### config.mk
export PLATFORM = sky130hd
export DESIGN_NAME = line_segment_clipper_core_flat
export DESIGN_NICKNAME = d
export VERILOG_FILES = /design/src/lsc_pkg.sv /design/src/lsc_seg_if.sv /design/src/lsc_clip_if.sv /design/src/line_segment_clipper_core.sv /design/src/lsc_queue.sv /design/src/lsc_engine.sv /design/src/flat_wrapper.sv
export SDC_FILE = /design/constraint.sdc
export NUM_CORES = 2
export LEC_CHECK = 0
export BUFFER_PORTS_ARGS = -buffer_cell sky130_fd_sc_hd__buf_2
export CORE_UTILIZATION = 40
export CTS_CLUSTER_DIAMETER = 50
export CTS_CLUSTER_SIZE = 16
export DETAILED_ROUTE_END_ITERATION = 8
export GPL_TIMING_DRIVEN = 0
export PLACE_DENSITY = 0.56
export SYNTH_ARGS = -nofsm -noshare
export SYNTH_HDL_FRONTEND = slang
export SYNTH_SLANG_ARGS = --single-unit
### constraint.sdc
create_clock -name clk -period 8.6 [get_ports clk]
set_clock_uncertainty 0.05 [all_clocks]
set_input_delay 0.86 -clock clk [delete_from_list [all_inputs] [get_ports clk]]
set_output_delay 0.86 -clock clk [all_outputs]
set_load 0.05 [all_outputs]
### src/lsc_pkg.sv
package lsc_pkg;

  typedef enum logic [2:0] {
    ST_IDLE,
    ST_CODE,
    ST_MUL,
    ST_DIV,
    ST_UPD,
    ST_OUT
  } eng_state_t;

  // Bit positions inside a 4-bit outcode.
  localparam int OC_LEFT   = 0;
  localparam int OC_RIGHT  = 1;
  localparam int OC_BOTTOM = 2;
  localparam int OC_TOP    = 3;

  localparam logic [1:0] REG_WIN_LEFT   = 2'd0;
  localparam logic [1:0] REG_WIN_BOTTOM = 2'd1;
  localparam logic [1:0] REG_WIN_RIGHT  = 2'd2;
  localparam logic [1:0] REG_WIN_TOP    = 2'd3;

  localparam logic [2:0] MAX_STEPS = 3'd4;

endpackage

### src/lsc_seg_if.sv
interface lsc_seg_if #(
  parameter int W = 16
) ();
  logic                valid;
  logic                ready;
  logic signed [W-1:0] start_x;
  logic signed [W-1:0] start_y;
  logic signed [W-1:0] end_x;
  logic signed [W-1:0] end_y;

  modport source (output valid, start_x, start_y, end_x, end_y, input ready);
  modport sink (input valid, start_x, start_y, end_x, end_y, output ready);
endinterface

### src/lsc_clip_if.sv
interface lsc_clip_if #(
  parameter int W = 16
) ();
  logic                valid;
  logic                ready;
  logic                visible;
  logic signed [W-1:0] clip_start_x;
  logic signed [W-1:0] clip_start_y;
  logic signed [W-1:0] clip_end_x;
  logic signed [W-1:0] clip_end_y;

  modport source (output valid, visible, clip_start_x, clip_start_y, clip_end_x, clip_end_y,
                  input ready);
  modport sink (input valid, visible, clip_start_x, clip_start_y, clip_end_x, clip_end_y,
                output ready);
endinterface

### src/line_segment_clipper_core.sv
// Cohen-Sutherland clipper for one line segment per beat against a window
// held in four registers (left, bottom, right, top), written through
// cfg_we / cfg_index / cfg_data. The user must write them only while the
// block is idle; the block itself does not enforce it. Channel seg
// carries the two endpoints; channel clip returns one beat per segment:
// visible and the clipped endpoints (all zero when rejected). Segments
// enter a two-entry queue, so up to two beats are taken while the clipping
// engine is busy. The engine handles one segment at a time: it tests
// outcodes and, for each of up to four clip steps, runs one multiply, then
// a restoring divider that retires one quotient bit per cycle, and then
// updates one endpoint; at the end it emits the result.
// The result sits in an output register; the engine may start the next
// segment while it waits and stalls only when a second result is ready.
// Reset (rst, synchronous) empties the queue, drops any pending result and
// loads the window with left 0, bottom 0, right 399, top 399.
module line_segment_clipper_core
  import lsc_pkg::*;
#(
  parameter int COORD_BITS = 16
) (
  input  logic                      clk,
  input  logic                      rst,
  input  logic                      cfg_we,
  input  logic [1:0]                cfg_index,
  input  logic [COORD_BITS-1:0]     cfg_data,
  lsc_seg_if.sink                   seg,
  lsc_clip_if.source                clip
);

  logic signed [COORD_BITS-1:0] win_left, win_bottom, win_right, win_top;

  always_ff @(posedge clk) begin
    if (rst) begin
      win_left   <= '0;
      win_bottom <= '0;
      win_right  <= COORD_BITS'(399);
      win_top    <= COORD_BITS'(399);
    end else if (cfg_we) begin
      case (cfg_index)
        REG_WIN_LEFT:   win_left   <= cfg_data;
        REG_WIN_BOTTOM: win_bottom <= cfg_data;
        REG_WIN_RIGHT:  win_right  <= cfg_data;
        REG_WIN_TOP:    win_top    <= cfg_data;
        default:        win_left   <= win_left;
      endcase
    end
  end

  lsc_seg_if #(.W(COORD_BITS)) queued ();

  lsc_queue #(.W(COORD_BITS)) u_queue (
    .clk     (clk),
    .rst     (rst),
    .seg_in  (seg),
    .seg_out (queued.source)
  );

  lsc_engine #(.W(COORD_BITS)) u_engine (
    .clk        (clk),
    .rst        (rst),
    .win_left   (win_left),
    .win_bottom (win_bottom),
    .win_right  (win_right),
    .win_top    (win_top),
    .seg        (queued.sink),
    .clip       (clip)
  );

endmodule

### src/lsc_queue.sv
module lsc_queue
  import lsc_pkg::*;
#(
  parameter int W = 16
) (
  input  logic        clk,
  input  logic        rst,
  lsc_seg_if.sink     seg_in,
  lsc_seg_if.source   seg_out
);

  logic [4*W-1:0] mem [2];
  logic           wr_ptr;
  logic           rd_ptr;
  logic [1:0]     count;
  logic           push;
  logic           pop;
  logic [4*W-1:0] head;

  assign seg_in.ready  = (count != 2'd2);
  assign seg_out.valid = (count != 2'd0);
  assign push = seg_in.valid && seg_in.ready;
  assign pop  = seg_out.valid && seg_out.ready;

  assign head = mem[rd_ptr];
  assign seg_out.start_x = head[4*W-1:3*W];
  assign seg_out.start_y = head[3*W-1:2*W];
  assign seg_out.end_x   = head[2*W-1:W];
  assign seg_out.end_y   = head[W-1:0];

  always_ff @(posedge clk) begin
    if (push) begin
      mem[wr_ptr] <= {seg_in.start_x, seg_in.start_y, seg_in.end_x, seg_in.end_y};
    end
  end

  always_ff @(posedge clk) begin
    if (rst) begin
      wr_ptr <= 1'b0;
      rd_ptr <= 1'b0;
      count  <= 2'd0;
    end else begin
      if (push) wr_ptr <= ~wr_ptr;
      if (pop) rd_ptr <= ~rd_ptr;
      case ({push, pop})
        2'b10:   count <= count + 2'd1;
        2'b01:   count <= count - 2'd1;
        default: count <= count;
      endcase
    end
  end

endmodule

### src/lsc_engine.sv
module lsc_engine
  import lsc_pkg::*;
#(
  parameter int W = 16
) (
  input  logic                clk,
  input  logic                rst,
  input  logic signed [W-1:0] win_left,
  input  logic signed [W-1:0] win_bottom,
  input  logic signed [W-1:0] win_right,
  input  logic signed [W-1:0] win_top,
  lsc_seg_if.sink             seg,
  lsc_clip_if.source          clip
);

  localparam int P  = 2 * W + 2;
  localparam int CW = $clog2(W + 2);

  eng_state_t state, state_next;

  logic signed [W-1:0] x0, y0, x1, y1;
  logic [2:0]          step;
  logic                neg;
  logic [W:0]          ma, mn, md;
  logic signed [W-1:0] a0;
  logic signed [W-1:0] bound;
  logic                sel_end;
  logic                clip_y;
  logic [W:0]          rem;
  logic [W:0]          dlo;
  logic [W:0]          quot;
  logic [CW-1:0]       dcnt;
  logic                seg_vis;

  logic                out_valid;
  logic                out_vis;
  logic signed [W-1:0] out_sx, out_sy, out_ex, out_ey;
  logic                out_free;

  logic [3:0] c0, c1, c;
  logic       trivial_accept, finish;
  logic signed [W-1:0] pa0, pa1, pb0, pb1, pbound;
  logic signed [W:0]   da, nb, db;
  logic [P-1:0]        prod;
  logic [W+1:0]        rem_sh;
  logic                qbit;
  logic [W:0]          qv;
  logic signed [W+1:0] newv;

  assign out_free = !out_valid || clip.ready;

  always_comb begin
    c0 = '0;
    c1 = '0;
    c0[OC_LEFT]   = x0 < win_left;
    c0[OC_RIGHT]  = x0 > win_right;
    c0[OC_BOTTOM] = y0 < win_bottom;
    c0[OC_TOP]    = y0 > win_top;
    c1[OC_LEFT]   = x1 < win_left;
    c1[OC_RIGHT]  = x1 > win_right;
    c1[OC_BOTTOM] = y1 < win_bottom;
    c1[OC_TOP]    = y1 > win_top;
    trivial_accept = (c0 | c1) == 4'd0;
    finish = trivial_accept || ((c0 & c1) != 4'd0) || (step == MAX_STEPS);
    c = (c0 != 4'd0) ? c0 : c1;
  end

  // Pick the boundary: top, bottom, right, left in that order.
  always_comb begin
    if (c[OC_TOP] || c[OC_BOTTOM]) begin
      pa0 = x0; pa1 = x1; pb0 = y0; pb1 = y1;
      pbound = c[OC_TOP] ? win_top : win_bottom;
    end else begin
      pa0 = y0; pa1 = y1; pb0 = x0; pb1 = x1;
      pbound = c[OC_RIGHT] ? win_right : win_left;
    end
    da = {pa1[W-1], pa1} - {pa0[W-1], pa0};
    nb = {pbound[W-1], pbound} - {pb0[W-1], pb0};
    db = {pb1[W-1], pb1} - {pb0[W-1], pb0};
  end

  always_comb begin
    prod   = {{(W+1){1'b0}}, ma} * {{(W+1){1'b0}}, mn};
    rem_sh = {rem, dlo[W]};
    qbit   = rem_sh >= {1'b0, md};
    qv     = (md == '0) ? '0 : quot;
    newv   = neg ? ({{2{a0[W-1]}}, a0} - {1'b0, qv}) : ({{2{a0[W-1]}}, a0} + {1'b0, qv});
  end

  always_comb begin
    state_next = state;
    case (state)
      ST_IDLE: if (seg.valid) state_next = ST_CODE;
      ST_CODE: state_next = finish ? ST_OUT : ST_MUL;
      ST_MUL:  state_next = ST_DIV;
      ST_DIV:  if (dcnt == CW'(W)) state_next = ST_UPD;
      ST_UPD:  state_next = ST_CODE;
      ST_OUT:  if (out_free) state_next = ST_IDLE;
      default: state_next = ST_IDLE;
    endcase
  end

  always_comb begin
    seg.ready         = (state == ST_IDLE);
    clip.valid        = out_valid;
    clip.visible      = out_vis;
    clip.clip_start_x = out_sx;
    clip.clip_start_y = out_sy;
    clip.clip_end_x   = out_ex;
    clip.clip_end_y   = out_ey;
  end

  always_ff @(posedge clk) begin
    if (rst) begin
      state     <= ST_IDLE;
      out_valid <= 1'b0;
    end else begin
      state <= state_next;
      if (state == ST_OUT && out_free) begin
        out_valid <= 1'b1;
      end else if (clip.ready) begin
        out_valid <= 1'b0;
      end
    end
  end

  always_ff @(posedge clk) begin
    case (state)
      ST_IDLE: begin
        x0   <= seg.start_x;
        y0   <= seg.start_y;
        x1   <= seg.end_x;
        y1   <= seg.end_y;
        step <= 3'd0;
      end
      ST_CODE: begin
        seg_vis <= trivial_accept;
        neg     <= da[W] ^ nb[W] ^ db[W];
        ma      <= da[W] ? (W+1)'(-da) : (W+1)'(da);
        mn      <= nb[W] ? (W+1)'(-nb) : (W+1)'(nb);
        md      <= db[W] ? (W+1)'(-db) : (W+1)'(db);
        a0      <= pa0;
        bound   <= pbound;
        sel_end <= (c0 == 4'd0);
        clip_y  <= c[OC_TOP] || c[OC_BOTTOM];
      end
      ST_MUL: begin
        // The quotient fits W+1 bits, so the upper half is already below the divisor.
        rem  <= prod[P-1:W+1];
        dlo  <= prod[W:0];
        quot <= '0;
        dcnt <= '0;
      end
      ST_DIV: begin
        rem  <= qbit ? (W+1)'(rem_sh - {1'b0, md}) : rem_sh[W:0];
        dlo  <= {dlo[W-1:0], 1'b0};
        quot <= {quot[W-1:0], qbit};
        dcnt <= dcnt + CW'(1);
      end
      ST_UPD: begin
        step <= step + 3'd1;
        if (sel_end) begin
          x1 <= clip_y ? newv[W-1:0] : bound;
          y1 <= clip_y ? bound : newv[W-1:0];
        end else begin
          x0 <= clip_y ? newv[W-1:0] : bound;
          y0 <= clip_y ? bound : newv[W-1:0];
        end
      end
      ST_OUT: begin
        if (out_free) begin
          out_vis <= seg_vis;
          out_sx  <= seg_vis ? x0 : '0;
          out_sy  <= seg_vis ? y0 : '0;
          out_ex  <= seg_vis ? x1 : '0;
          out_ey  <= seg_vis ? y1 : '0;
        end
      end
      default: begin
        step <= step;
      end
    endcase
  end

endmodule

### src/flat_wrapper.sv
// flat-port wrapper written by rule: the top's interface ports become plain ports
module line_segment_clipper_core_flat import lsc_pkg::*;
#(
  parameter int COORD_BITS = 16
)
  (clk, rst, cfg_we, cfg_index, cfg_data, seg_valid, seg_start_x, seg_start_y, seg_end_x, seg_end_y, seg_ready, clip_valid, clip_visible, clip_clip_start_x, clip_clip_start_y, clip_clip_end_x, clip_clip_end_y, clip_ready);
  lsc_seg_if #(.W((16))) seg_i ();
  lsc_clip_if #(.W((16))) clip_i ();
  input  logic clk;
  input  logic rst;
  input  logic cfg_we;
  input  logic [1:0] cfg_index;
  input  logic [COORD_BITS-1:0] cfg_data;
  input wire logic [$bits(seg_i.valid)-1:0] seg_valid;
  input wire logic [$bits(seg_i.start_x)-1:0] seg_start_x;
  input wire logic [$bits(seg_i.start_y)-1:0] seg_start_y;
  input wire logic [$bits(seg_i.end_x)-1:0] seg_end_x;
  input wire logic [$bits(seg_i.end_y)-1:0] seg_end_y;
  output wire logic [$bits(seg_i.ready)-1:0] seg_ready;
  output wire logic [$bits(clip_i.valid)-1:0] clip_valid;
  output wire logic [$bits(clip_i.visible)-1:0] clip_visible;
  output wire logic [$bits(clip_i.clip_start_x)-1:0] clip_clip_start_x;
  output wire logic [$bits(clip_i.clip_start_y)-1:0] clip_clip_start_y;
  output wire logic [$bits(clip_i.clip_end_x)-1:0] clip_clip_end_x;
  output wire logic [$bits(clip_i.clip_end_y)-1:0] clip_clip_end_y;
  input wire logic [$bits(clip_i.ready)-1:0] clip_ready;
  assign seg_i.valid = seg_valid;
  assign seg_i.start_x = seg_start_x;
  assign seg_i.start_y = seg_start_y;
  assign seg_i.end_x = seg_end_x;
  assign seg_i.end_y = seg_end_y;
  assign seg_ready = seg_i.ready;
  assign clip_valid = clip_i.valid;
  assign clip_visible = clip_i.visible;
  assign clip_clip_start_x = clip_i.clip_start_x;
  assign clip_clip_start_y = clip_i.clip_start_y;
  assign clip_clip_end_x = clip_i.clip_end_x;
  assign clip_clip_end_y = clip_i.clip_end_y;
  assign clip_i.ready = clip_ready;
  line_segment_clipper_core #(.COORD_BITS(COORD_BITS)) u_core (.clk(clk), .rst(rst), .cfg_we(cfg_we), .cfg_index(cfg_index), .cfg_data(cfg_data), .seg(seg_i), .clip(clip_i));
endmodule
* Word level (Yosys, flattened, before mapping)
Memories as Yosys holds them, arrays and structs flattened. A register that Yosys moved wholly into a read port is not among the register bits.
Index checks and enable logic that the tools add are counted.
** Operators by class
- Bitwise logic cells :: 6
- Equal/unequal tests :: 18
- Reduce and logical (&&, ||, !) cells :: 28
- Order comparisons :: 9
- Mux-type cells :: 41
- $add $sub $neg :: 13
- Multiply operators :: 1
** Operators by type and width (number)
- 2-to-1 mux 16 bit :: 18
- case mux 16 bit (2 select lines) :: 5
- case mux 17 bit (2 select lines) :: 2
- > comparator 16 bit :: 4
- less-than comparator 16 bit :: 4
- negation 17 bit :: 3
- subtractor 16 x 16 -> 17 bit :: 3
- multiplier 17 x 17 -> 34 bit :: 1
- >= comparator 18 x 17 -> 1 bit :: 1
- case mux 3 bit (6 select lines) :: 1
- zero test 17 bit :: 1
- 2-to-1 mux 17 bit :: 1
- subtractor 17 bit :: 1
- adder 16 bit :: 1
- subtractor 16 bit :: 1
- AND reduction 2 bit :: 7
- 2-to-1 mux 3 bit :: 4
- inequality test 2 bit (second input constant) :: 6
- case mux 5 bit (2 select lines) :: 1
- nonzero test 2 bit :: 5
- == test 3 bit (second input constant) :: 3
- zero test 4 bit :: 2
- nonzero test 4 bit :: 2
- == test 2 bit (second input constant) :: 3
- 22 further kinds :: 36
** Storage, ports and cells
- Memories kept :: 1
- Bits of input ports :: 87
- Word-level logic and storage cells :: 152
- RAM bits :: 128
- Output and inout bits :: 67
- Register bits after elaboration :: 346
** Memories
- u_core.u_queue.mem :: depth 2, bits a word 64, read ports 1, clocked after memory_dff 1, write ports 1, line lsc_queue.sv:12 : logic [4*W-1:0] mem [2];

* Depth between registers and ports, before layout
- Depth in word-level cells :: 8
- Depth in mapped cells :: 37
- Depth with buffers taken out :: 32

* Cells and area by module
Synthesis repeated with hierarchy kept, for this count alone.
** Second synthesis, totals
- Cells, all modules :: 3733
- Area total of the unflattened synthesis :: 37298.3 um2
** Modules (own cells, without submodules)
- lsc_engine :: cells an instance 3274, sequential area each 8308.0 um2, times used 1, area each 29927.5 um2
- lsc_queue :: cells an instance 223, sequential area each 3943.8 um2, times used 1, area each 4822.1 um2
- line_segment_clipper_core :: cells an instance 236, sequential area each 1281.2 um2, times used 1, area each 2548.7 um2

* Least setup slack after synthesis
OpenSTA, ideal clock, no wires.
- Path type :: register to register
- Start point :: reg u_core.u_engine.state[2]
- End point :: reg u_core.u_engine.state[1]
- Data required time :: 8485 ps
- Clock period less this slack :: 8037 ps
- Library setup time :: 65 ps
- Slack :: 563 ps
- Buffers on the path :: 1
- Cell stages (with the launch flop) :: 6
- Arrival time :: 7922 ps
- Cells stage by stage :: dfxtp_1 -> clkbuf_1 -> nor3b_1 -> nand2_1 -> nor4_1 -> a31o_2
** On the way
- Longest elaborated chain between the ends :: 3
- Elaborated cells on any way between the ends :: 11
- Those cells by class :: eq/ne: 8; mux: 1; reduce/logical: 2
** Ends and longest elaborated chain
- from (decl) :: line lsc_engine.sv:19 : eng_state_t state, state_next;
- from (signal assigned) :: line lsc_engine.sv:118 : state <= state_next;
- == test 3 x 2 -> 1 bit (tied with other cells) :: line lsc_engine.sv:92 : case (state)
- inequality test 2 bit (no line)
- AND reduction 3 bit (no line)
Parallel ways exist; a longest one is shown, timed or not.
A chain may end at the register's enable or synchronous reset.

* Worst setup path in the final report
- Start point :: reg u_core.u_engine.y0[12]
- End point :: reg u_core.u_engine.md[16] (data pin)
** On the way
- Longest elaborated chain between the ends :: 7
- Elaborated cells on any way between the ends :: 9
- Those cells by class :: add/sub: 2; order compare: 2; mux: 3; reduce/logical: 2
** Ends and longest elaborated chain
- from (decl) :: line lsc_engine.sv:21 : logic signed [W-1:0] x0, y0, x1, y1;
- from (signal assigned) :: line lsc_engine.sv:131 : y0 <= seg.start_y;
- from (signal assigned) :: line lsc_engine.sv:167 : y0 <= clip_y ? bound : newv[W-1:0];
- less-than comparator 16 bit / > comparator 16 bit (equally long branches) :: line lsc_engine.sv:57, lsc_engine.sv:58
- nonzero test 4 bit :: line lsc_engine.sv:65 : c = (c0 != 4'd0) ? c0 : c1;
- 2-to-1 mux 4 bit :: line lsc_engine.sv:65
- logical OR 1 bit :: line lsc_engine.sv:70 : if (c[OC_TOP] || c[OC_BOTTOM]) begin
- 2-to-1 mux 16 bit :: line lsc_engine.sv:70
- subtractor 16 x 16 -> 17 bit (*) :: line lsc_engine.sv:79 : db = {pb1[W-1], pb1} - {pb0[W-1], pb0};
- negation 17 bit :: line lsc_engine.sv:141 : md <= db[W] ? (W+1)'(-db) : (W+1)'(db);
- to (signal assigned) :: line lsc_engine.sv:141
- to (decl) :: line lsc_engine.sv:24 : logic [W:0] ma, mn, md;
Mark *: on every way between the ends. The rest lies on a longest branch, timed or not.

==> summary.log <==
INFO  placed_design  port_buffers=151
INFO  cells_and_area flow.area_growth_from_synthesis=14.4%
INFO  yosys          syn_area_per_cell=9.87um^2
INFO  global_route   vias_in_the_first_global_route=28294
INFO  clocking       cts.sink_count=475
INFO  die            num_rows=110
INFO  clocking       cts_max_path_buffers=3
INFO  yosys          ys_top_cells_by_count=sky130_fd_sc_hd__nand2_1, sky130_fd_sc_hd__inv_1, sky130_fd_sc_hd__edfxtp_1
INFO  yosys          synthesis.area=0.0368mm^2
INFO  worst_setup_path timing.setup.critical_path_class=reg -> reg
INFO  sta            final_worst_path_cycle_share=0.946
INFO  yosys          syn-instance-count=3729
INFO  detailed_routing ant_nets=0
INFO  clocking       hold_buffer_count_at_cts=0
INFO  die            total_core_area=0.0906mm^2
INFO  yosys          synth_async_sr_flop_share=0
INFO  clocking       cts_made_buffers=70
INFO  cells_and_area final_core_utilization=0.465
INFO  die            die_footprint=0.0933mm^2
INFO  yosys          synth-seq-cells=475
INFO  global_route   globalRouteOverflowTotal=0
INFO  worst_setup_path cp_data_required_time=9000ps
INFO  cells_and_area finalInstanceArea=0.0421mm^2
INFO  cells_and_area drive_above_1_share=0.0951
INFO  clocking       clk_latency=640ps
INFO  clocking       path_clk_slew=70ps
INFO  placed_design  placed_area=0.0394mm^2
INFO  sta            worst_hold_slack_across_all_endpoints=357ps
INFO  sta            slew_headroom=0.291
INFO  detailed_routing avgRoutedWirePerCell=22.9um
INFO  yosys          yosys.cell_types.count=98
INFO  detailed_routing detailedRoute.firstIterationViolations=2135
INFO  worst_setup_path slowest_stage=sky130_fd_sc_hd__edfxtp_1
INFO  clocking       htree_num_levels=3
INFO  worst_setup_path worst_ep_arrival_time=8540ps
INFO  placed_design  numPlacedInstances=5073
INFO  die            die_width=305um
INFO  sta            worst-slew-pin-transition=1050ps
INFO  global_route   grt_util_all_layers=0.259
INFO  cells_and_area finish.cell_count_without_fillers=5227
INFO  sta            slew_viol_final=0
INFO  yosys          synth_edf_count=402
INFO  clocking       clockRootBuffer=sky130_fd_sc_hd__clkbuf_16
INFO  yosys          share_of_synthesized_area_occupied_by_flip_flops_and_latches=0.368
INFO  cells_and_area finalNetCount=4620
INFO  placed_design  place_hpwl=93600um
INFO  clocking       tritoncts=done
INFO  detailed_routing drt_pre_antenna_iters=6
INFO  sta            setup_viol=0
INFO  yosys          synth_nets=4355
INFO  detailed_routing route.detailed.vias_per_inst=5.39
INFO  sta            min_period=8140ps
INFO  global_route   grt_start_max_net_pins=64
INFO  job            drv_cap=0
INFO  sta            hold_violations=0
INFO  yosys          synth_largest_type_area_fraction=0.328
INFO  worst_setup_path timing.critical_path.slowest_cell_delay=670ps
INFO  worst_setup_path cp-start-kind=register
INFO  die            chipHeight=305um
INFO  yosys          synth.most_common_cell=sky130_fd_sc_hd__nand2_1
INFO  global_route   first_pass_grt_wire_length=179000um
INFO  detailed_routing drc_errors=0
INFO  yosys          leading_register_cell_type_out_of_synthesis=sky130_fd_sc_hd__edfxtp_1
INFO  sta            grt_setup_unrepaired=no
INFO  worst_setup_path worst-path-max-fanout=19
INFO  status         result_of_the_run=completed
INFO  worst_setup_path critical_path_sink_type=register
INFO  sta            max_freq=0.123GHz
INFO  yosys          ys_warns=0
INFO  die            pin_count=154
INFO  detailed_routing routed-via-count=28192
INFO  die            initial_utilization=0.407
INFO  global_route   grt_antenna_before_repair=7
INFO  detailed_routing totalWireLength=120000um
INFO  worst_hold_path min_path_type=in -> reg
INFO  yosys          post-synth-top-area-cell=sky130_fd_sc_hd__edfxtp_1
INFO  placed_design  gp_congestion=0.981
INFO  yosys          ys_top_cells_by_area=sky130_fd_sc_hd__edfxtp_1, sky130_fd_sc_hd__fa_1, sky130_fd_sc_hd__ha_1
## registers in the layout, summed over array words and instances, names as in the netlist, 5 cells and up, named ones only
signal / flops
u_core.u_queue.mem: 128
u_core.u_engine.dlo: 17
u_core.u_engine.ma: 17
u_core.u_engine.md: 17
u_core.u_engine.mn: 17
u_core.u_engine.rem: 17
u_core.u_engine.a0: 16
u_core.u_engine.bound: 16
u_core.u_engine.clip.clip_end_x: 16
u_core.u_engine.clip.clip_end_y: 16
u_core.u_engine.clip.clip_start_x: 16
u_core.u_engine.clip.clip_start_y: 16
u_core.u_engine.quot: 16
u_core.u_engine.x0: 16
u_core.u_engine.x1: 16
u_core.u_engine.y0: 16
u_core.u_engine.y1: 16
u_core.win_bottom: 16
u_core.win_left: 16
u_core.win_right: 16
u_core.win_top: 16
u_core.u_engine.dcnt: 5
## critical path, delay by kind of cell (launching register included)
family	cells	cell delay, ps
fa+ha+maj	4	1500
simple gates	11	2410
flops	1	670
xor+xnor	1	140
buf+inv	3	920
compound gates	10	1940
mux	1	280
## kinds of logic after synthesis
family                   after synthesis  synth area share
AO/OA/AOI/OAI                        629             0.109
XOR/XNOR                             164            0.0390
adder cells (fa/ha/maj)              547             0.232
buffers and inverters                625            0.0645
flip-flops                           475             0.368
multiplexers                         146            0.0403
AND/OR/NAND/NOR                     1143             0.147
## metal layers
metal / global-route usage / up-vias / wire [um]
met5: 0 / - / 58
met2: 0.430 / 961 / 56400
met1: 0.320 / 13708 / 48800
li1: - / 13219 / -
met4: 0.143 / 8 / 7470
met3: 0.0426 / 296 / 7130
## cell type report
class,count,area [um^2]
plain buffers,145,594
flip-flops and latches,475,13500
multi-input cells,2629,21000
diodes,1,2.50
well taps,1176,1470
repair buffers,195,1310
inverters,478,1790
clock inverters,52,614
clock buffers,76,1850
fillers,8645,48400
## metrics by stage
step	setup WS, ps	TNS, ps
after floorplan	563	0
after global placement	-3180	-218100
after detailed placement	-584	-3990
after CTS	1.40	0
after global routing	57.9	0
final	464	0
## final timing paths
check	start	depth (start not counted)	slack, ps	end
hold / removal	seg_end_x[2]	1	360	u_core.u_queue.mem[0][18]
setup reg to reg	u_core.u_engine.y0[12]	30	460	u_core.u_engine.md[16]
setup / recovery	u_core.u_engine.y0[12]	30	460	u_core.u_engine.md[16]
hold reg to reg	u_core.win_bottom[1]	2	410	u_core.win_bottom[1]
## what timing repair did
action / in CTS / in global routing
endpoints found under the setup margin: 17 / 24
pin swaps: 0 / 1
resized for setup: 5 / 13
buffers inserted: 18 / 9
## cell usage in the layout (no fill, tap or decap), types with 36 or more instances in the layout
cell type,count
sky130_fd_sc_hd__nand2_1,524
sky130_fd_sc_hd__inv_1,477
sky130_fd_sc_hd__edfxtp_1,402
sky130_fd_sc_hd__ha_1,310
sky130_fd_sc_hd__fa_1,229
sky130_fd_sc_hd__a21oi_1,227
sky130_fd_sc_hd__and2_1,197
sky130_fd_sc_hd__nor2_1,163
sky130_fd_sc_hd__buf_2,155
sky130_fd_sc_hd__mux2i_1,137
sky130_fd_sc_hd__clkbuf_1,115
sky130_fd_sc_hd__o21ai_0,115
sky130_fd_sc_hd__xnor2_1,108
sky130_fd_sc_hd__dfxtp_1,73
sky130_fd_sc_hd__clkbuf_16,73
sky130_fd_sc_hd__xor2_1,56
sky130_fd_sc_hd__a21boi_0,50
sky130_fd_sc_hd__nand3_1,47
sky130_fd_sc_hd__o211ai_1,44
sky130_fd_sc_hd__a21o_1,38
sky130_fd_sc_hd__nor3_1,36
Power is not shown: default switching activity piles up to over one toggle a cycle in this logic, so the estimate is an artifact.
